==> src/hw/rtl/ptc_pkg.sv <==
// Shared types and constants for the pressure sensor temperature compensation unit.
// Holds the calibration register set, register indexes and the pipeline payload structs.
// No dependencies; every other file of the block imports this package.
package ptc_pkg;

  localparam int CoefW  = 16;
  localparam int RawW   = 24;
  localparam int IdxW   = 3;
  localparam int PressW = 25;
  localparam int TempW  = 19;

  typedef enum logic [IdxW-1:0] {
    REG_SENS        = 3'd0,
    REG_OFFSET      = 3'd1,
    REG_SENS_TEMP   = 3'd2,
    REG_OFFSET_TEMP = 3'd3,
    REG_REF_TEMP    = 3'd4,
    REG_TEMP_SLOPE  = 3'd5
  } reg_idx_t;

  typedef struct packed {
    logic [CoefW-1:0] sens_coef;
    logic [CoefW-1:0] offset_coef;
    logic [CoefW-1:0] sens_temp_coef;
    logic [CoefW-1:0] offset_temp_coef;
    logic [CoefW-1:0] ref_temp_coef;
    logic [CoefW-1:0] temp_slope_coef;
  } cfg_t;

  typedef struct packed {
    logic [RawW-1:0]   d1;
    logic signed [18:0] temp;
    logic signed [39:0] off;
    logic signed [38:0] sens;
    logic [17:0]       ti_cold;
    logic [12:0]       ti_hot;
  } front_t;

  typedef struct packed {
    logic [RawW-1:0]   d1;
    logic signed [41:0] off;
    logic signed [41:0] sens;
    logic signed [19:0] t;
  } corr_t;

  localparam logic signed [18:0] TEMP_REF  = 19'sd2000;
  localparam logic signed [18:0] TEMP_LOW  = -19'sd1500;
  localparam logic signed [PressW-1:0] PRESS_MAX = 25'sh0FFFFFF;
  localparam logic signed [PressW-1:0] PRESS_MIN = 25'sh1000000;
  localparam logic signed [TempW-1:0]  TEMP_MAX  = 19'sh3FFFF;
  localparam logic signed [TempW-1:0]  TEMP_MIN  = 19'sh40000;

endpackage

==> src/hw/rtl/ptc_cfg_regs.sv <==
// Calibration coefficient register file of the compensation unit.
// Depends on ptc_pkg for the register indexes and the cfg_t bundle.
module ptc_cfg_regs import ptc_pkg::*; (
  input  logic            clk,
  input  logic            rst,
  input  logic            cfg_we,
  input  logic [IdxW-1:0] cfg_index,
  input  logic [CoefW-1:0] cfg_data,
  output cfg_t            cfg
);

  always_ff @(posedge clk) begin
    if (rst) begin
      cfg <= '0;
    end else if (cfg_we) begin
      case (reg_idx_t'(cfg_index))
        REG_SENS:        cfg.sens_coef        <= cfg_data;
        REG_OFFSET:      cfg.offset_coef      <= cfg_data;
        REG_SENS_TEMP:   cfg.sens_temp_coef   <= cfg_data;
        REG_OFFSET_TEMP: cfg.offset_temp_coef <= cfg_data;
        REG_REF_TEMP:    cfg.ref_temp_coef    <= cfg_data;
        REG_TEMP_SLOPE:  cfg.temp_slope_coef  <= cfg_data;
        default: begin
        end
      endcase
    end
  end

endmodule

==> config.mk <==
export PLATFORM = sky130hd
export DESIGN_NAME = ptc_cfg_regs
export DESIGN_NICKNAME = d
export VERILOG_FILES = /design/src/hw/rtl/ptc_pkg.sv /design/src/hw/rtl/ptc_cfg_regs.sv
export SDC_FILE = /design/constraint.sdc
export NUM_CORES = 1
export LEC_CHECK = 0
export BUFFER_PORTS_ARGS = -buffer_cell sky130_fd_sc_hd__buf_4
export CAP_MARGIN = 20
export CORE_ASPECT_RATIO = 1.75
export CORE_MARGIN = 4
export CORE_UTILIZATION = 25
export CTS_CLUSTER_DIAMETER = 100
export DETAILED_ROUTE_END_ITERATION = 16
export PLACE_DENSITY = 0.57
export SLEW_MARGIN = 15
export SYNTH_ARGS = -nofsm -noshare
export SYNTH_HDL_FRONTEND = slang
export SYNTH_SLANG_ARGS = --single-unit
==> constraint.sdc <==
create_clock -name clk -period 1.2 [get_ports clk]
set_input_delay 0.24 -clock clk [delete_from_list [all_inputs] [get_ports clk]]
set_output_delay 0.24 -clock clk [all_outputs]
set_load 0.005 [all_outputs]
---- Word level (Yosys, flattened, before mapping) ----
Cells that the tools add are included.
storage, ports and cells
  output and inout port bits .............. 96
  bits in registers ....................... 96
  logic and storage cells ................. 18
cells by class
  reduce and logical (&&, ||, !) cells .... 7
  equal/unequal tests ..................... 5
operator list
  cell                count
  $reduce_and 2->1    6
  $eq 3x2->1 const B  2
  $eq 3x3->1 const B  2
  $eq 3x1->1 const B  1
  $logic_not 3->1     1

---- Longest topological paths before layout ----
  word-level depth ........................ 2
  depth in mapped cells ................... 4

---- Worst setup path after synthesis ----
No wires, ideal clock.
  path kind ............................... in2reg
  from .................................... in cfg_index[1]
  to ...................................... reg cfg[85] (netlist name)
  stages on the path ...................... 4
  data required time ...................... 1076 ps
  path slack .............................. -63 ps
  buffers on the path ..................... 2
  setup time .............................. 124 ps
  arrival ................................. 1139 ps
  cells stage by stage .................... or4b_1 > buf_2 > buf_6 > mux2i_1
between the ends
  word-level cells in the longest chain between the ends .. 2
ends and longest elaborated chain
  what                               RTL line            text
  from (decl)                        ptc_cfg_regs.sv:7   input logic [IdxW-1:0] cfg_index,
  $logic_not 3->1                    ptc_cfg_regs.sv:16  case (reg_idx_t'(cfg_index))
  $reduce_and 2->1 (no source line)  -
  to (decl)                          ptc_cfg_regs.sv:9   output cfg_t cfg
No other way between the ends.
A chain may end at the register's enable or synchronous reset.

---- Worst setup path in the final report ----
  from .................................... reg cfg[94] (netlist name)
  to ...................................... out cfg[94] (netlist name)
No word-level cell between the ends.

==> flow_metrics.py <==
metrics = {
    "synthesis": {
        "synth_mux_area_share_pct": 25.41,
        "synth_fa_ha_area_share_pct": 0,
        "synth_cell_types": 11,
        "ys_seq_area_share_pct": 50.81,
        "synth_top_family_by_area": "multiplexers",
        "synthSimpleGateAreaFrac_pct": 20.87,
        "avgSynthCellArea_um2": 11.26,
        "synth_warnings": 0,
        "synth_compound_area_share_pct": 0,
        "synth_xor_area_share_pct": 0,
        "synth_seq_cells": 96,
        "netlist_instances": 336,
        "synth.net_count": 358,
        "syn_area_um2": 3782,
    },
    "layout": {
        "largestRegisters": "cfg: 96 flops",
        "nets": 481,
        "diodes": 0,
        "layout_common_cells": "130 x buf_4, 112 x nand2b_1, 96 x mux2i_1, 96 x dfxtp_1, 9 x clkbuf_16",
        "syn_to_final_growth_pct": 39.73,
        "final_common_cell": "buf_4",
        "final_cells": 647,
        "largest_reg_flops": 96,
        "final_area_um2": 5285,
        "drive_gt1_share_pct": 33.19,
        "largest_register": "cfg",
    },
    "worst_setup_path": {
        "crit_end": "cfg[94]",
        "rrSetupSlack_ns": 0.57,
        "startpoint": "cfg[94]",
        "endpoint_kind": "primary output",
        "cpPeakStageDelay_ns": 0.38,
        "worstSetupStartpointType": "register",
        "crit_path_max_fanout": 2,
        "worstPathRequired_ns": 0.96,
        "cp.depth": 1,
        "cpMaxStageDelayCell": "dfxtp_1",
        "crit_chain": "buf_4",
        "worst-r2r-cell-count": 2,
        "rr_endpoint": "cfg[89]",
        "cp_top_family": "flip-flops",
        "path_class": "reg -> out",
        "rr_startpoint": "cfg[89]",
        "cp_data_arrival_time_ns": 0.85,
        "path_buf_inv": 1,
    },
    "timing": {
        "hold_ws_ns": 0.3070,
        "fin_tns_setup_ns": 0,
        "min_period_ns": 1.087,
        "drv_slew": 0,
        "rsz0062_at_grt": "false",
        "finalClockSkew_ns": 0,
        "setup_ws_ns": 0.1131,
        "slew-limit-headroom_pct": 76.59,
        "setup_viol": 0,
        "max_freq_ghz": 0.9201,
        "hold_viol": 0,
        "finalCritPeriodShare_pct": 90.57,
        "worst_pin_slew_ns": 0.3512,
    },
    "route": {
        "drtIter0Drc": 47,
        "drtPass1Iterations": 4,
        "wire_per_inst_um": 16.43,
        "drc": 0,
        "viasPerCell": 4.219,
        "ant_nets": 0,
        "finalWirelength_mm": 10.63,
        "vias": 2730,
    },
    "clocking": {
        "clock-root-buffer": "clkbuf_16",
        "cts_buffers": 9,
        "ctsResizeCount": 0,
        "numClockSinks": 96,
        "cts_setup_buffers": 0,
        "path_clk_slew_ns": 0.07,
        "cts_tree": "yes",
        "cts_max_path_buffers": 2,
        "clk-insertion-delay-late_ns": 0.33,
        "htree_levels": 3,
        "cts_hold_buf": 0,
    },
    "place": {
        "place_inst": 631,
        "dp_slack_ns": -0.2171,
        "gp_congestion": 0.7080,
        "dp_hpwl_mm": 7.831,
        "io_buffers": 117,
        "placed_area_um2": 4997,
    },
    "flow_run": {
        "maxCapViolCount": 0,
    },
    "power_and_ir_drop": {
        "powerDensity_nw_per_um2": 1250,
        "p_leak_nw": 2.627,
        "ir_drop_v": 0.0005706,
    },
    "floorplanning": {
        "coreArea_um2": 14840,
        "io_pins": 118,
        "fp.dieH_um": 170.7,
        "die_width_um": 101.0,
        "die_area_um2": 17240,
        "row_count": 59,
        "start_util_pct": 25.49,
    },
    "global_routing": {
        "grt-ovfl-total": 0,
        "grt_pass1_vias": 2838,
        "grt_pass1_wl_mm": 16.08,
        "grt_antenna_before_repair": 0,
        "grt_max_degree": 43,
        "track_usage_pct": 12.46,
    },
    "hold_path": {
        "hp-class": "in -> reg",
    },
    "status": {
        "status": "finished clean",
    },
}
[worst min path at each step]
stage | start | cells past startpoint | endpoint
floorplan | cfg_index[1] | 2 | cfg[80]
global placement | cfg[79] | 2 | cfg[79]
detailed placement | cfg[77] | 2 | cfg[77]
CTS | cfg_data[8] | 3 | cfg[8]
global route | cfg_data[8] | 3 | cfg[24]
finish | cfg_data[8] | 3 | cfg[8]
[synth_stat cells]
| cell | number | share of area (%) |
|---|---|---|
| clkbuf_1 | 13 | 1.3 |
| and4bb_2 | 1 | 0.33 |
| buf_6 | 1 | 0.30 |
| mux2i_1 | 96 | 25 |
| nand2b_1 | 112 | 19 |
| buf_2 | 10 | 1.3 |
| nand4bb_1 | 3 | 0.89 |
| dfxtp_1 | 96 | 51 |
| or4b_1 | 1 | 0.26 |
| nand4b_1 | 2 | 0.46 |
| nor4b_2 | 1 | 0.40 |
[through the flow]
stage | power (W) | utilization (%)
2_1_floorplan | 0.003623 | -
3_3_place_gp | 0.003927 | 33.68
3_5_place_dp | 0.003934 | 33.68
4_1_cts | 0.006722 | 35.62
5_1_grt | 0.006907 | 35.62
6_report | 0.006604 | 35.62
[layout make-up]
class | instances | area [µm²]
clock inverter | 7 | 62.56
sequential | 96 | 1922
fill | 1519 | 9553
timing repair buffer | 136 | 1096
tap | 183 | 229.0
clock buffer | 9 | 225.2
multi-input combinational | 216 | 1750
[metal layers]
metal	part of all wire, %	up-vias	track usage (%)	routed length (µm)
met4	2.5	0	5.324	269
met2	53	79	22.38	5589
met3	5.2	13	2.530	548
met5	0	-	0	0
li1	-	1360	-	-
met1	40	1278	14.04	4219
[power by group]
part / switching (W) / total [W] / internal, W
Clock: 0.00131 / 0.00276 / 0.00145
Combinational: 0.000243 / 0.000546 / 0.000303
Sequential: 0.0000430 / 0.00330 / 0.00325
[cells by family (layout without fill, tap and decap cells)]
group                  count (synthesis)  in the layout
buffers and inverters                 24            152
flip-flops                            96             96
AND/OR/NAND/NOR                      120            120
multiplexers                          96             96
Power figures use the tool's default switching activity.
