## src/hw/rtl/ptc_pkg.sv

```systemverilog
// Shared types and constants for the pressure sensor temperature compensation unit.
// Holds the calibration register set, register indexes and the pipeline payload structs.
// No dependencies; every other file of the block imports this package.
package ptc_pkg;

  localparam int CoefW  = 16;
  localparam int RawW   = 24;
  localparam int IdxW   = 3;
  localparam int PressW = 25;
  localparam int TempW  = 19;

  typedef enum logic [IdxW-1:0] {
    REG_SENS        = 3'd0,
    REG_OFFSET      = 3'd1,
    REG_SENS_TEMP   = 3'd2,
    REG_OFFSET_TEMP = 3'd3,
    REG_REF_TEMP    = 3'd4,
    REG_TEMP_SLOPE  = 3'd5
  } reg_idx_t;

  typedef struct packed {
    logic [CoefW-1:0] sens_coef;
    logic [CoefW-1:0] offset_coef;
    logic [CoefW-1:0] sens_temp_coef;
    logic [CoefW-1:0] offset_temp_coef;
    logic [CoefW-1:0] ref_temp_coef;
    logic [CoefW-1:0] temp_slope_coef;
  } cfg_t;

  typedef struct packed {
    logic [RawW-1:0]   d1;
    logic signed [18:0] temp;
    logic signed [39:0] off;
    logic signed [38:0] sens;
    logic [17:0]       ti_cold;
    logic [12:0]       ti_hot;
  } front_t;

  typedef struct packed {
    logic [RawW-1:0]   d1;
    logic signed [41:0] off;
    logic signed [41:0] sens;
    logic signed [19:0] t;
  } corr_t;

  localparam logic signed [18:0] TEMP_REF  = 19'sd2000;
  localparam logic signed [18:0] TEMP_LOW  = -19'sd1500;
  localparam logic signed [PressW-1:0] PRESS_MAX = 25'sh0FFFFFF;
  localparam logic signed [PressW-1:0] PRESS_MIN = 25'sh1000000;
  localparam logic signed [TempW-1:0]  TEMP_MAX  = 19'sh3FFFF;
  localparam logic signed [TempW-1:0]  TEMP_MIN  = 19'sh40000;

endpackage

```

## src/hw/rtl/ptc_front.sv

```systemverilog
// First-order stages: temperature difference, coefficient products, first-order
// temperature, offset, sensitivity and the squared-difference corrections.
// Depends on ptc_pkg for cfg_t and front_t.
module ptc_front import ptc_pkg::*; (
  input  logic           clk,
  input  logic           rst,
  input  cfg_t           cfg,
  input  logic           in_valid,
  output logic           in_ready,
  input  logic [RawW-1:0] raw_pressure,
  input  logic [RawW-1:0] raw_temperature,
  output logic           out_valid,
  input  logic           out_ready,
  output front_t         out_data
);

  logic [2:0] vld;
  logic [2:0] en;

  logic [RawW-1:0]    s1_d1;
  logic signed [24:0] s1_dt;
  logic [RawW-1:0]    s2_d1;
  logic signed [41:0] s2_p_temp;
  logic signed [41:0] s2_p_off;
  logic signed [41:0] s2_p_sens;
  logic [48:0]        s2_dt_sq;

  logic signed [24:0] dt_next;
  logic signed [41:0] p_temp_next;
  logic signed [41:0] p_off_next;
  logic signed [41:0] p_sens_next;
  logic signed [49:0] dt_sq_full;
  logic [50:0]        dt_sq_x3;
  front_t             out_next;

  always_comb begin
    en[2] = ~vld[2] | out_ready;
    en[1] = ~vld[1] | en[2];
    en[0] = ~vld[0] | en[1];
  end

  assign in_ready  = en[0];
  assign out_valid = vld[2];

  assign dt_next = $signed({1'b0, raw_temperature}) - $signed({1'b0, cfg.ref_temp_coef, 8'h00});

  assign p_temp_next = 42'(s1_dt) * 42'($signed({1'b0, cfg.temp_slope_coef}));
  assign p_off_next  = 42'(s1_dt) * 42'($signed({1'b0, cfg.offset_temp_coef}));
  assign p_sens_next = 42'(s1_dt) * 42'($signed({1'b0, cfg.sens_temp_coef}));
  assign dt_sq_full  = 50'(s1_dt) * 50'(s1_dt);

  assign dt_sq_x3 = {2'b00, s2_dt_sq} + {1'b0, s2_dt_sq, 1'b0};

  always_comb begin
    out_next.d1      = s2_d1;
    out_next.temp    = TEMP_REF + $signed(s2_p_temp[41:23]);
    out_next.off     = 40'($signed({1'b0, cfg.offset_coef, 16'h0000}))
                       + 40'($signed(s2_p_off[41:7]));
    out_next.sens    = 39'($signed({1'b0, cfg.sens_coef, 15'h0000}))
                       + 39'($signed(s2_p_sens[41:8]));
    out_next.ti_cold = dt_sq_x3[50:33];
    out_next.ti_hot  = s2_dt_sq[48:36];
  end

  always_ff @(posedge clk) begin
    if (rst) begin
      vld <= '0;
    end else begin
      if (en[0]) vld[0] <= in_valid;
      if (en[1]) vld[1] <= vld[0];
      if (en[2]) vld[2] <= vld[1];
    end
  end

  always_ff @(posedge clk) begin
    if (en[0]) begin
      s1_d1 <= raw_pressure;
      s1_dt <= dt_next;
    end
    if (en[1]) begin
      s2_d1     <= s1_d1;
      s2_p_temp <= p_temp_next;
      s2_p_off  <= p_off_next;
      s2_p_sens <= p_sens_next;
      s2_dt_sq  <= dt_sq_full[48:0];
    end
    if (en[2]) begin
      out_data <= out_next;
    end
  end

endmodule

```

## config.mk

```make
export PLATFORM = sky130hd
export DESIGN_NAME = ptc_front
export DESIGN_NICKNAME = d
export VERILOG_FILES = /design/src/hw/rtl/ptc_pkg.sv /design/src/hw/rtl/ptc_front.sv
export SDC_FILE = /design/constraint.sdc
export NUM_CORES = 2
export LEC_CHECK = 0
export ABC_AREA = 1
export BUFFER_PORTS_ARGS = -buffer_cell sky130_fd_sc_hd__buf_4
export CAP_MARGIN = 25
export CORE_AREA = 2 2 374 376
export CTS_BUF_LIST = sky130_fd_sc_hd__clkbuf_4 sky130_fd_sc_hd__clkbuf_8
export DETAILED_ROUTE_END_ITERATION = 10
export DIE_AREA = 0 0 376 378
export HOLD_SLACK_MARGIN = 0.06
export PLACE_DENSITY = 0.86
export SKIP_LAST_GASP = 1
export SYNTH_ARGS = -nofsm -noshare
export SYNTH_HDL_FRONTEND = slang
export SYNTH_SLANG_ARGS = --single-unit
```

## constraint.sdc

```tcl
create_clock -name clk -period 8.22 [get_ports clk]
set_clock_uncertainty 0.05 [all_clocks]
set_input_delay 0.411 -clock clk [delete_from_list [all_inputs] [get_ports clk]]
set_output_delay 0.411 -clock clk [all_outputs]
set_load 0.05 [all_outputs]
```

Word level (Yosys, flattened, before mapping)
Cells that the tools add are included.
{ "totals": {"ff_bits": 404, "in_bits": 148, "output_inout_bits": 155, "wordCells": 31} }
{ "classes": {"add_sub_neg": 5, "multipliers": 4, "bitwise": 6} }
{ "ops": {"columns": ["operator", "n"], "rows": [
  ["multiplier 25 x 17 -> 42 bit", 3],
  ["adder 49 x 50 -> 51 bit", 1],
  ["multiplier 25 x 25 -> 49 bit", 1],
  ["adder 33 x 35 -> 36 bit", 1],
  ["adder 32 x 34 -> 35 bit", 1],
  ["subtractor 24 x 24 -> 25 bit", 1],
  ["adder 12 x 19 -> 19 bit, first input constant", 1],
  ["NOT 1 bit", 3],
  ["OR 1 bit", 3]
]} }

Longest topological paths before layout
{ "logic_depth": {"ltp_word": 4, "ltp_mapped": 30, "depth_no_buf": 28} }

Worst setup path after synthesis
OpenSTA, ideal clock, no wires.
{ "synth_timing": {"kind": "reg-to-reg", "start": "reg vld[2]", "end": "reg s2_d1[0] (enable)", "arrival_time_ps": 7015, "setup_slack_ps": 643, "stages_incl_launch_ff": 4, "cell_sequence": "dfxtp_1 > nand2_1 > nor2_1 > inv_1"} }
{ "synth_via": {"elab_chain_len": 3} }
{ "synth_lines": {"columns": ["item", "line", "text"], "rows": [
  ["start: declaration", "ptc_front.sv:17", "logic [2:0] vld;"],
  ["start signal: assignment", "ptc_front.sv:71", "if (en[2]) vld[2] <= vld[1];"],
  ["NOT 1 bit", "ptc_front.sv:37", "en[2] = ~vld[2] | out_ready;"],
  ["OR 1 bit", "ptc_front.sv:37", null],
  ["via en[2]", "ptc_front.sv:18", "logic [2:0] en;"],
  ["OR 1 bit", "ptc_front.sv:38", "en[1] = ~vld[1] | en[2];"],
  ["via en[1]", "ptc_front.sv:18", null],
  ["end signal: assignment", "ptc_front.sv:81", "s2_d1 <= s1_d1;"],
  ["end: declaration", "ptc_front.sv:22", "logic [RawW-1:0] s2_d1;"]
]} }
The timed path passes the listed nets, and every way through them passes these cells.
A chain may end at the register's enable or synchronous reset.

Final worst setup path
{ "layout_timing": {"start": "reg s1_dt[24]", "end": "reg s2_dt_sq[41] (data pin)"} }
{ "layout_via": {"elab_chain_len": 1} }
{ "layout_lines": {"columns": ["item", "line", "text"], "rows": [
  ["start: declaration", "ptc_front.sv:21", "logic signed [24:0] s1_dt;"],
  ["start signal: assignment", "ptc_front.sv:78", "s1_dt <= dt_next;"],
  ["multiplier 25 x 25 -> 49 bit", "ptc_front.sv:50", "assign dt_sq_full = 50'(s1_dt) * 50'(s1_dt);"],
  ["via dt_sq_full[41]", "ptc_front.sv:32", "logic signed [49:0] dt_sq_full;"],
  ["end signal: assignment", "ptc_front.sv:85", "s2_dt_sq <= dt_sq_full[48:0];"],
  ["end: declaration", "ptc_front.sv:26", "logic [48:0] s2_dt_sq;"]
]} }
The timed path passes the listed nets, and every way through them passes these cells.

==> metrics.md <==
| Metric | Value |
|---|---|
| Status | `complete, no violations` |
| Maxcap violations | `0` |
| Top Usage Layer GRT | `met2` |
| Startpoint types | `flip-flop` |
| RePlAce Congestion | `roughly 0.99` |
| Num ports | `303` |
| CTS tree | `done` |
| Nets@finish | `about 13,000` |
| Crit Path Class | `reg -> reg` |
| Via density per instance | `5.424` |
| Top cell by count, worst path | `fa_1` |
| Total CTS buffers | `61` |
| H-tree depth | `2` |
| # clock sinks | `approximately 360` |
| Min-delay src | `raw_temperature[21]` |
| Reg-to-reg critical path startpoint | `s1_dt[24]$_DFFE_PP_` |
| Slew at the pin closest to its max-slew limit | `1.163 ns` |
| EDFF count, synth | `353` |
| Hold Violations, Final | `0` |
| Vias in the first global route | `71,990` |
| DRC | `0` |
| Longest Clk Path Bufs | `3` |
| Critical path arrival | `7.95 ns` |
| Crit-path cells | `buf_4 > nand2_1 > inv_1 > fa_1 > inv_1 > fa_1 > fa_1 > inv_1 > fa_1 > fa_1 > fa_1 > fa_1 > ha_1 > nand2_1 > nor2_1 > nand2_1 > nor2_1 > nand3_1 > nand4_1 > nand2_1` |
| Fin. max-slew vios | `0` |
| Number of synthesized register bits | `356` |
| Fill count | `11,120` |
| DP HPWL | `180.8 mm` |
| Top cells by count, synth | `inv_1 (3,033), nand2_1 (2,462), fa_1 (1,768), ha_1 (551), nor2_1 (426)` |
| CP top delay family | `adder cells` |
| Mapped Area | `approximately 84,000 sq um` |
| Synthesized Nets | `between 10,000 and 15,000` |
| Slowest library cell on the worst path | `fa_1` |
| Clk Tree Root Cell | `clkbuf_8` |
| Routed vias | `65,960` |
| Grt met1 use | `around two fifths` |
| Grt ovf | `0` |
| First-pass GRT wire length | `~360 mm` |
| RSZ-0062 raised after global routing | `no` |
| Final period util | `90.59%` |
| Crit end category | `flip-flop` |
| Mean Syn Cell Area | `8.255 sq um` |
| # port buffers | `302` |
| Most frequent cell after synthesis | `inv_1` |
| Clock latency at the later pin of the worst-skew pair | `roughly 0.80 ns` |
| Die H | `378 um` |
| GRT met3 Usage | `between 5 and 6%` |
| Max Clk Rate | `between 0.1 and 0.15 GHz` |
| Delay of the slowest critical-path stage | `about 0.67 ns` |
| Initial DRC Count | `5,762` |
| Max Fanout on Critical Path | `51` |
| Setup_tns | `0 ns` |
| Die area | `roughly 140,000 sq um` |
| CP required | `8.72 ns` |
| Yosys warns | `0` |
| Layout cells sized above 1 | `5.491%` |
| Asr flop ratio synth | `0%` |
| Total Routed Length | `221.4 mm` |
| Crit path buf inv count | `4` |
| Tmin final | `7.446 ns` |
| Netlist cell types | `51` |
| Largest net degree at the start of global routing | `between 100 and 150` |
| Avg WL per Cell | `18.21 um` |
| Dpl cells | `12,000` |
| Hold crit path type | `in -> reg` |
| Synth Instances | `10,160` |
| Standard-cell rows | `137` |
| Area contributors post-synth | `fa_1 (42%), inv_1 (14%), edfxtp_1 (13%)` |
| Final setup viols | `0` |
| Gr usage total | `32.01%` |
| GR Util met2 | `55.01%` |
| Pre-Repair DR Iteration Count | `6` |
| CORE AREA | `138,500 sq um` |
| Register area share after synthesis | `12.71%` |
| Initial antenna violation count | `13` |
| Post-detailed-route count of antenna-violating nets | `0` |
| Top cell type's share of synthesized area | `a little over two fifths` |
| Slew headroom | `roughly 22%` |
| CP Launch Point | `s1_dt[24]$_DFFE_PP_` |
| Clock slew at reported path FFs | `0.06 ns` |
| Largest area contributor in the netlist | `fa_1` |
| Initial Util | `60.57%` |
| Commonest register cell after synthesis | `edfxtp_1` |
| Die width | `376 um` |
| Layout Area Growth over Synthesis | `6.640%` |
| Non-Filler Instances | `12,160` |
[cell families (layout without fill, tap and decap cells)]
group	after synthesis	in the layout	synth area share, %
buffers and inverters	3388	3570	15.20
and+or+nand+nor	3301	3301	15.80
DFF	356	356	12.71
other	0	9	0
adders and majority gates	2319	2319	50.41
xor gates and xnor gates	170	170	1.775
AOI/OAI and AO/OA	629	629	4.109
[area by class of cell]
type                    instances  area (sq um)  share of cell area [%]
clock buffers                  73         929.6                   1.039
clock inverters                36         281.5                  0.3147
diodes                          9         22.52                 0.02517
repair buffers                422          3403                   3.804
flip-flops and latches        356         10660                   11.92
inverters                    3039         11410                   12.76
well taps                    1807          2261                   2.527
multi-input cells            6419         60490                   67.62
[flip-flops by register name, summed over array words and instances (netlist names), 19 cells and up]
register,count
s2_p_off,35
s2_dt_sq,47
s2_p_temp,19
s1_d1,24
s2_d1,24
s2_p_sens,34
out_data,145
s1_dt,25
[metal layers]
layer / vias up / part of all wire, %
met2: 3245 / 49
met4: 6 / 4.7
li1: 29550 / -
met5: - / 0.018
met3: 798 / 8.9
met1: 32360 / 37
[cell usage in the layout, fill, tap and decap left out, drive strengths merged, types with 67 or more instances in the layout]
| cell | netlist | routed |
|---|---|---|
| clkbuf | 307 | 73 |
| fa | 1768 | 1768 |
| a21oi | 323 | 323 |
| inv | 3039 | 3041 |
| ha | 551 | 551 |
| nor2 | 447 | 447 |
| xor2 | 117 | 117 |
| o21ai | 193 | 193 |
| buf | 42 | 376 |
| nand4 | 67 | 67 |
| edfxtp | 353 | 353 |
| nand2 | 2492 | 2492 |
| nand3 | 198 | 198 |
[worst min-delay path, delay by kind of cell]
kind                     cells  cell delay (ns)
adder cells (fa/ha/maj)      1             0.20
XOR/XNOR                     1             0.09
buffers and inverters        1             0.08
[metrics by stage]
stage,utilization (%),hold slack (ns),instance area (sq um),setup WS (ns)
floorplan,-,0.3503,83890,0.6433
global placement,63.35,0.3502,87740,0.9684
detailed placement,63.37,0.3545,87770,0.8696
CTS,64.58,0.06578,89440,0.8428
global route,64.59,0.1149,89460,0.3958
finish,64.59,0.1127,89460,0.7739
[repair_timing]
action | 4_1_cts | 5_1_grt
resized for setup | 0 | 0
hold endpoints to repair | 46 | 0
buffers inserted | 0 | 0
hold buffers | 46 | 0
[final timing paths]
path / to / slack (ns) / depth (start not counted)
max: s2_dt_sq[41]$_DFFE_PP_ / 0.77 / 20
min: s1_dt[21]$_DFFE_PP_ / 0.11 / 3
max reg2reg: s2_dt_sq[41]$_DFFE_PP_ / 0.77 / 20
min reg2reg: out_data[39]$_DFFE_PP_ / 0.35 / 0
Power is left out: the tool's default activity adds up to more than one toggle a clock period on the data nets, which glitch-free logic cannot reach.
