$ cat config.mk
export PLATFORM = sky130hd
export DESIGN_NAME = ptc_correct
export DESIGN_NICKNAME = d
export VERILOG_FILES = /design/src/hw/rtl/ptc_pkg.sv /design/src/hw/rtl/ptc_correct.sv
export SDC_FILE = /design/constraint.sdc
export NUM_CORES = 2
export LEC_CHECK = 0
export BUFFER_PORTS_ARGS = -buffer_cell sky130_fd_sc_hd__buf_2
export CAP_MARGIN = 20
export CORE_MARGIN = 3
export CORE_UTILIZATION = 30
export DETAILED_ROUTE_END_ITERATION = 6
export PLACE_DENSITY = 0.47
export SLEW_MARGIN = 20
export SYNTH_ARGS = -nofsm -noshare
export SYNTH_HDL_FRONTEND = slang
export SYNTH_SLANG_ARGS = --single-unit
$ cat constraint.sdc
create_clock -name clk -period 28.8 [get_ports clk]
set_input_delay 2.88 -clock clk [delete_from_list [all_inputs] [get_ports clk]]
set_output_delay 2.88 -clock clk [all_outputs]
set_load 0.01 [all_outputs]
$ cat src/hw/rtl/ptc_pkg.sv
// Shared types and constants for the pressure sensor temperature compensation unit.
// Holds the calibration register set, register indexes and the pipeline payload structs.
// No dependencies; every other file of the block imports this package.
package ptc_pkg;

  localparam int CoefW  = 16;
  localparam int RawW   = 24;
  localparam int IdxW   = 3;
  localparam int PressW = 25;
  localparam int TempW  = 19;

  typedef enum logic [IdxW-1:0] {
    REG_SENS        = 3'd0,
    REG_OFFSET      = 3'd1,
    REG_SENS_TEMP   = 3'd2,
    REG_OFFSET_TEMP = 3'd3,
    REG_REF_TEMP    = 3'd4,
    REG_TEMP_SLOPE  = 3'd5
  } reg_idx_t;

  typedef struct packed {
    logic [CoefW-1:0] sens_coef;
    logic [CoefW-1:0] offset_coef;
    logic [CoefW-1:0] sens_temp_coef;
    logic [CoefW-1:0] offset_temp_coef;
    logic [CoefW-1:0] ref_temp_coef;
    logic [CoefW-1:0] temp_slope_coef;
  } cfg_t;

  typedef struct packed {
    logic [RawW-1:0]   d1;
    logic signed [18:0] temp;
    logic signed [39:0] off;
    logic signed [38:0] sens;
    logic [17:0]       ti_cold;
    logic [12:0]       ti_hot;
  } front_t;

  typedef struct packed {
    logic [RawW-1:0]   d1;
    logic signed [41:0] off;
    logic signed [41:0] sens;
    logic signed [19:0] t;
  } corr_t;

  localparam logic signed [18:0] TEMP_REF  = 19'sd2000;
  localparam logic signed [18:0] TEMP_LOW  = -19'sd1500;
  localparam logic signed [PressW-1:0] PRESS_MAX = 25'sh0FFFFFF;
  localparam logic signed [PressW-1:0] PRESS_MIN = 25'sh1000000;
  localparam logic signed [TempW-1:0]  TEMP_MAX  = 19'sh3FFFF;
  localparam logic signed [TempW-1:0]  TEMP_MIN  = 19'sh40000;

endpackage

$ cat src/hw/rtl/ptc_correct.sv
// Second-order correction stages: band selection, squared temperature offsets,
// correction terms and their removal from offset, sensitivity and temperature.
// Depends on ptc_pkg for front_t, corr_t and the band thresholds.
module ptc_correct import ptc_pkg::*; (
  input  logic   clk,
  input  logic   rst,
  input  logic   in_valid,
  output logic   in_ready,
  input  front_t in_data,
  output logic   out_valid,
  input  logic   out_ready,
  output corr_t  out_data
);

  logic [2:0] vld;
  logic [2:0] en;

  logic [RawW-1:0]    s1_d1;
  logic signed [39:0] s1_off;
  logic signed [38:0] s1_sens;
  logic signed [19:0] s1_t;
  logic               s1_cold;
  logic               s1_frigid;
  logic [36:0]        s1_dm_sq;
  logic [36:0]        s1_dp_sq;

  logic [RawW-1:0]    s2_d1;
  logic signed [39:0] s2_off;
  logic signed [38:0] s2_sens;
  logic signed [19:0] s2_t;
  logic [40:0]        s2_offi;
  logic [40:0]        s2_sensi;

  logic signed [18:0] dm;
  logic signed [18:0] dp;
  logic signed [37:0] dm_sq_full;
  logic signed [37:0] dp_sq_full;
  logic               cold;
  logic [17:0]        ti_sel;
  logic signed [19:0] t_next;
  logic [38:0]        dm_sq_x3;
  logic [39:0]        dm_sq_x5;
  logic [39:0]        dp_sq_x7;
  logic [40:0]        offi_next;
  logic [40:0]        sensi_next;
  corr_t              out_next;

  always_comb begin
    en[2] = ~vld[2] | out_ready;
    en[1] = ~vld[1] | en[2];
    en[0] = ~vld[0] | en[1];
  end

  assign in_ready  = en[0];
  assign out_valid = vld[2];

  assign dm         = in_data.temp - TEMP_REF;
  assign dp         = in_data.temp - TEMP_LOW;
  assign dm_sq_full = 38'(dm) * 38'(dm);
  assign dp_sq_full = 38'(dp) * 38'(dp);
  assign cold       = in_data.temp < TEMP_REF;
  assign ti_sel     = cold ? in_data.ti_cold : {5'b00000, in_data.ti_hot};
  assign t_next     = 20'(in_data.temp) - 20'($signed({1'b0, ti_sel}));

  assign dm_sq_x3 = {2'b00, s1_dm_sq} + {1'b0, s1_dm_sq, 1'b0};
  assign dm_sq_x5 = {3'b000, s1_dm_sq} + {1'b0, s1_dm_sq, 2'b00};
  assign dp_sq_x7 = {s1_dp_sq, 3'b000} - {3'b000, s1_dp_sq};

  always_comb begin
    if (s1_cold) begin
      offi_next  = {3'b000, dm_sq_x3[38:1]} + (s1_frigid ? {1'b0, dp_sq_x7} : 41'd0);
      sensi_next = {4'b0000, dm_sq_x5[39:3]} + (s1_frigid ? {2'b00, s1_dp_sq, 2'b00} : 41'd0);
    end else begin
      offi_next  = {8'h00, s1_dm_sq[36:4]};
      sensi_next = '0;
    end
  end

  always_comb begin
    out_next.d1   = s2_d1;
    out_next.off  = 42'(s2_off) - $signed({1'b0, s2_offi});
    out_next.sens = 42'(s2_sens) - $signed({1'b0, s2_sensi});
    out_next.t    = s2_t;
  end

  always_ff @(posedge clk) begin
    if (rst) begin
      vld <= '0;
    end else begin
      if (en[0]) vld[0] <= in_valid;
      if (en[1]) vld[1] <= vld[0];
      if (en[2]) vld[2] <= vld[1];
    end
  end

  always_ff @(posedge clk) begin
    if (en[0]) begin
      s1_d1     <= in_data.d1;
      s1_off    <= in_data.off;
      s1_sens   <= in_data.sens;
      s1_t      <= t_next;
      s1_cold   <= cold;
      s1_frigid <= in_data.temp < TEMP_LOW;
      s1_dm_sq  <= dm_sq_full[36:0];
      s1_dp_sq  <= dp_sq_full[36:0];
    end
    if (en[1]) begin
      s2_d1    <= s1_d1;
      s2_off   <= s1_off;
      s2_sens  <= s1_sens;
      s2_t     <= s1_t;
      s2_offi  <= offi_next;
      s2_sensi <= sensi_next;
    end
    if (en[2]) begin
      out_data <= out_next;
    end
  end

endmodule

Yosys cells after proc, flatten, opt, wreduce, memory -nomap -nowiden --
Cells that the tools add are included.
Word-level totals: register bits after elaboration 535, RAM bits 0, logic and storage cells 46, bits of input ports 157, memory bits (read-only) 0, memories 0, latch bits 0
Cells by class: mux-type cells 4, shift operators 0, equal/unequal tests 0, $mul 2, bitwise logic cells 6, reductions and logical operators 0, add/sub/neg operators 10, div/mod/pow operators 0, order comparisons 2
Operators with widths (number):
- $add A37 B39 Y40 | 2
- $mul A19 B19 Y37 | 2
- $sub A39 B42 Y42 | 1
- $sub A40 B42 Y42 | 1
- $add A38 B40 Y41 | 1
- $mux W40 | 1
- $sub A40 B37 Y40 | 1
- $add A37 B38 Y39 | 1
- $mux W39 | 1
- $lt A19 B12 Y1 const B | 2
- $sub A19 B12 Y19 const B | 2
- $mux W33 | 1
- $sub A19 B19 Y20 | 1
- $mux W18 | 1
- $not A1 Y1 | 3
- $or A1 B1 Y1 | 3

Longest topological paths before layout --
word-level depth 4, gate-level depth with buffers 37, depth with buffers taken out 34

Worst setup path after synthesis --
OpenSTA, ideal clock, no wires.
kind input port to flip-flop, from input in_data[114] in the netlist's numbering, to register s1_dm_sq[36], data pin, required time 28.540 ns, path slack 17.392 ns, arrival 11.148 ns, stages 34, path through clkbuf_1 inv_1 buf_1 ha_1 nor2_1 a2111o_1 nor2_1 nand2_1 xnor2_1 inv_1 clkbuf_1 buf_1 nor2_1 fa_1 inv_1 fa_1 inv_1 fa_1 inv_1 fa_1 inv_1 fa_1 fa_1 ha_1 ha_1 nand2_1 nor3_1 and3_1 a2111o_1 o221ai_1 o211a_1 o21bai_1 a21oi_1 xnor2_1
Between the ends: cells in the longest elaborated chain, start to end 2
Ends and longest elaborated chain:
- start: declaration | line ptc_correct.sv:9 | input front_t in_data,
- $sub A19 B12 Y19 | line ptc_correct.sv:57 | assign dm = in_data.temp - TEMP_REF;
- $mul A19 B19 Y37 | line ptc_correct.sv:59 | assign dm_sq_full = 38'(dm) * 38'(dm);
- via dm_sq_full[36] | line ptc_correct.sv:36 | logic signed [37:0] dm_sq_full;
- end signal: assignment | line ptc_correct.sv:104 | s1_dm_sq <= dm_sq_full[36:0];
- end: declaration | line ptc_correct.sv:24 | logic [36:0] s1_dm_sq;
The timed path passes the listed nets, and every way through them passes these cells. A chain may end at the register's enable or synchronous reset.

Worst setup path after layout --
from input in_data[112] in the netlist's numbering, to register s1_dp_sq[36], data pin
Between the ends: cells in the longest elaborated chain, start to end 2
Ends and longest elaborated chain:
- $sub A19 B12 Y19 | line ptc_correct.sv:58 | assign dp = in_data.temp - TEMP_LOW;
- $mul A19 B19 Y37 | line ptc_correct.sv:60 | assign dp_sq_full = 38'(dp) * 38'(dp);
- via dp_sq_full[36] | line ptc_correct.sv:37 | logic signed [37:0] dp_sq_full;
- end signal: assignment | line ptc_correct.sv:105 | s1_dp_sq <= dp_sq_full[36:0];
- end: declaration | line ptc_correct.sv:25 | logic [36:0] s1_dp_sq;
The timed path passes the listed nets, and every way through them passes these cells.

==> run_results.csv <==
group,metric,value,unit
outcome,status,"complete, no violations",
timing,worst_pin_slew,995,ps
floorplanning,start_util,0.302,
logic_synthesis,ys_seq_area_frac,0.290,
logic_synthesis,synth_edf_count,527,
critical_path,critPathArrivalTime,12640,ps
grt,grt_overflow_total,0,
grt,antenna_found_initial,5,
cells_and_area,drive_above_1_share,0.0958,
logic_synthesis,synth.distinct_cells,97,
grt,grt_pass1_wl,232,mm
grt,grt_start_max_net_pins,75,
timing,slew_headroom,0.337,
logic_synthesis,synth_area_per_cell,10.3,sq um
floorplanning,core_area,181000,sq um
critical_path,worst-path-buf-inv,10,
critical_path,worstPathMaxFanout,36,
critical_path,worstPathRequired,29220,ps
clock_network,cts_sinks,530,
clock_network,cts_setup_buffers,0,
timing,slew_violations,0,
logic_synthesis,syn-num-nets,6670,
logic_synthesis,synthFlopType,"edfxtp_1",
cells_and_area,final-instance-count-excl-fill,8086,
grt,grt_usage,0.160,
floorplanning,die_h,433,microns
clock_network,htree_levels,3,
clock_network,clkTransAtPathRegs,60,ps
logic_synthesis,synthCells,5341,
route,drt_wl_total,150,mm
timing,finalSetupViolations,0,
critical_path,cp_slowest_stage_delay,680,ps
clock_network,cts_root_buffer,"clkbuf_16",
route,drc_errors,0,
clock_network,clkLatencyLatePin,680,ps
clock_network,cts-hold-fix-buffers,0,
route,drt_iter0_markers,1703,
timing,tns,0,ps
timing,skew,38.7,ps
run,max_cap_viol_count,0,
floorplanning,fp.dieW,433,microns
clock_network,cts_buffer_depth,3,
route,wl_per_cell,18.5,microns
timing,fin_crit_sh,0.424,
timing,max_freq,81.8,MHz
critical_path,start_kind,"primary input",
timing,hold_viol_final,0,
logic_synthesis,synthArstFlopShare,0,
floorplanning,die-area,188000,sq um
clock_network,cts_buffers,66,
route,via_per_inst,4.69,
clock_network,cts_resized,0,
placement,io_buffers,286,
floorplanning,io_pins,287,
critical_path,cp_top_family,"adder cells",
placement,place_inst,7961,
timing,rsz0062_at_grt,"no",
floorplanning,rows,156,
grt,grt_pass1_vias,40089,
logic_synthesis,netlist_area,54800,sq um
logic_synthesis,ys_ff_latch,530,
critical_path,worst-setup-path-type,"in2reg",
route,vias,37953,
placement,routabilityCongestion,0.861,
critical_path,critPathSlowestCell,"a311oi_1",
critical_path,critPathCaptureType,"register",
placement,dpl.hpwl,121,mm
cells_and_area,syn_to_final_growth,12.2,%
route,ant_nets,0,
cells_and_area,nets,6988,
clock_network,cts_tree,"done",
logic_synthesis,yosysWarnings,0,
hold_path,hold_class,"reg2reg",
timing,period_needed,12220,ps
route,drt_first_pass_iters,5,
-- kinds of logic (layout without fill, tap and decap cells) --
group                    count (synthesis)  after routing  synth area share
AND/OR/NAND/NOR                       1187           1187            0.0979
adder cells (fa/ha/maj)               1172           1172             0.359
buffers and inverters                 1150           1521            0.0789
AO/OA/AOI/OAI                          923            923             0.113
flip-flops                             530            530             0.290
XOR/XNOR                               339            339            0.0542
multiplexers                            39             39           0.00777
other                                    1              5         0.0000685
-- stage by stage --
stage | hold WS (ps) | util | cell area (sq um) | setup slack, ps
after CTS | 390 | 0.339 | 61400 | 16660
after floorplan | 400 | - | 54800 | 17390
after global placement | 400 | 0.327 | 59300 | 15930
final | 400 | 0.339 | 61400 | 16580
after detailed placement | 405 | 0.327 | 59300 | 15910
after global routing | 414 | 0.339 | 61400 | 15980
-- final timing paths --
kind	slack, ps	startpoint	to	cells past startpoint
worst min-delay path	400	s1_sens[38]	s2_sens[38]	0
worst max register to register	22540	s1_dm_sq[2]	s2_offi[29]	21
worst max-delay path	16580	in_data[112]	s1_dp_sq[36]	35
worst min register to register	400	s1_sens[38]	s2_sens[38]	0
-- flip-flops by register name (all words and copies together), names as in the netlist, 24 cells and up --
| name | flops |
|---|---|
| s1_off | 40 |
| s1_d1 | 24 |
| out_data | 128 |
| s2_sensi | 40 |
| s1_dm_sq | 36 |
| s2_off | 40 |
| s1_dp_sq | 34 |
| s1_sens | 39 |
| s2_offi | 41 |
| s2_sens | 39 |
| s2_d1 | 24 |
-- cell type report --
cell class	count	area, sq um
Inverter	1060	3990
Tap cell	2370	2970
Sequential cell	530	15900
Fill cell	18476	120000
Clock buffer	71	1670
Timing Repair Buffer	340	1840
Clock inverter	50	440
Antenna cell	4	10.0
Multi-Input combinational cell	3661	34600
-- cells in the mapped netlist (all sizes together) (63+ instances only) --
cell type / n / area (sq um)
fa: 662 / 13300
o21a: 63 / 482
xnor2: 252 / 2210
edfxtp: 527 / 15800
xor2: 87 / 762
ha: 510 / 6380
a21oi: 277 / 1390
clkbuf: 78 / 293
a21o: 132 / 991
nor2: 437 / 1640
o21ai: 157 / 797
nor3: 75 / 375
inv: 1051 / 3950
nand2: 360 / 1350
-- cell usage in the layout, fill, tap and decap left out, types with 25 or more instances in the layout --
cell type / synthesis / layout
clkbuf_16: 0 / 66
nand3_1: 58 / 58
o21a_1: 61 / 61
a211oi_1: 30 / 30
a21o_1: 132 / 132
nor2b_1: 31 / 31
and3_1: 33 / 33
nand2_1: 360 / 359
xnor2_1: 252 / 247
fa_1: 662 / 662
xor2_1: 87 / 83
nor2_1: 437 / 437
a31oi_1: 25 / 25
edfxtp_1: 527 / 527
o21bai_1: 50 / 50
inv_1: 1048 / 1044
buf_2: 2 / 286
nand2b_1: 59 / 59
o31ai_1: 25 / 25
o21ai_0: 144 / 144
a21oi_1: 276 / 276
ha_1: 510 / 510
nor3_1: 75 / 75
buf_4: 0 / 54
-- per-layer routing --
layer,share of wire,track usage
met3,0.045,0.0201
met1,0.46,0.214
met2,0.47,0.269
met4,0.027,0.0480
met5,0.000047,0
Power is left out: the tool's default activity adds up to more than one toggle a clock period on the data nets, which glitch-free logic cannot reach.
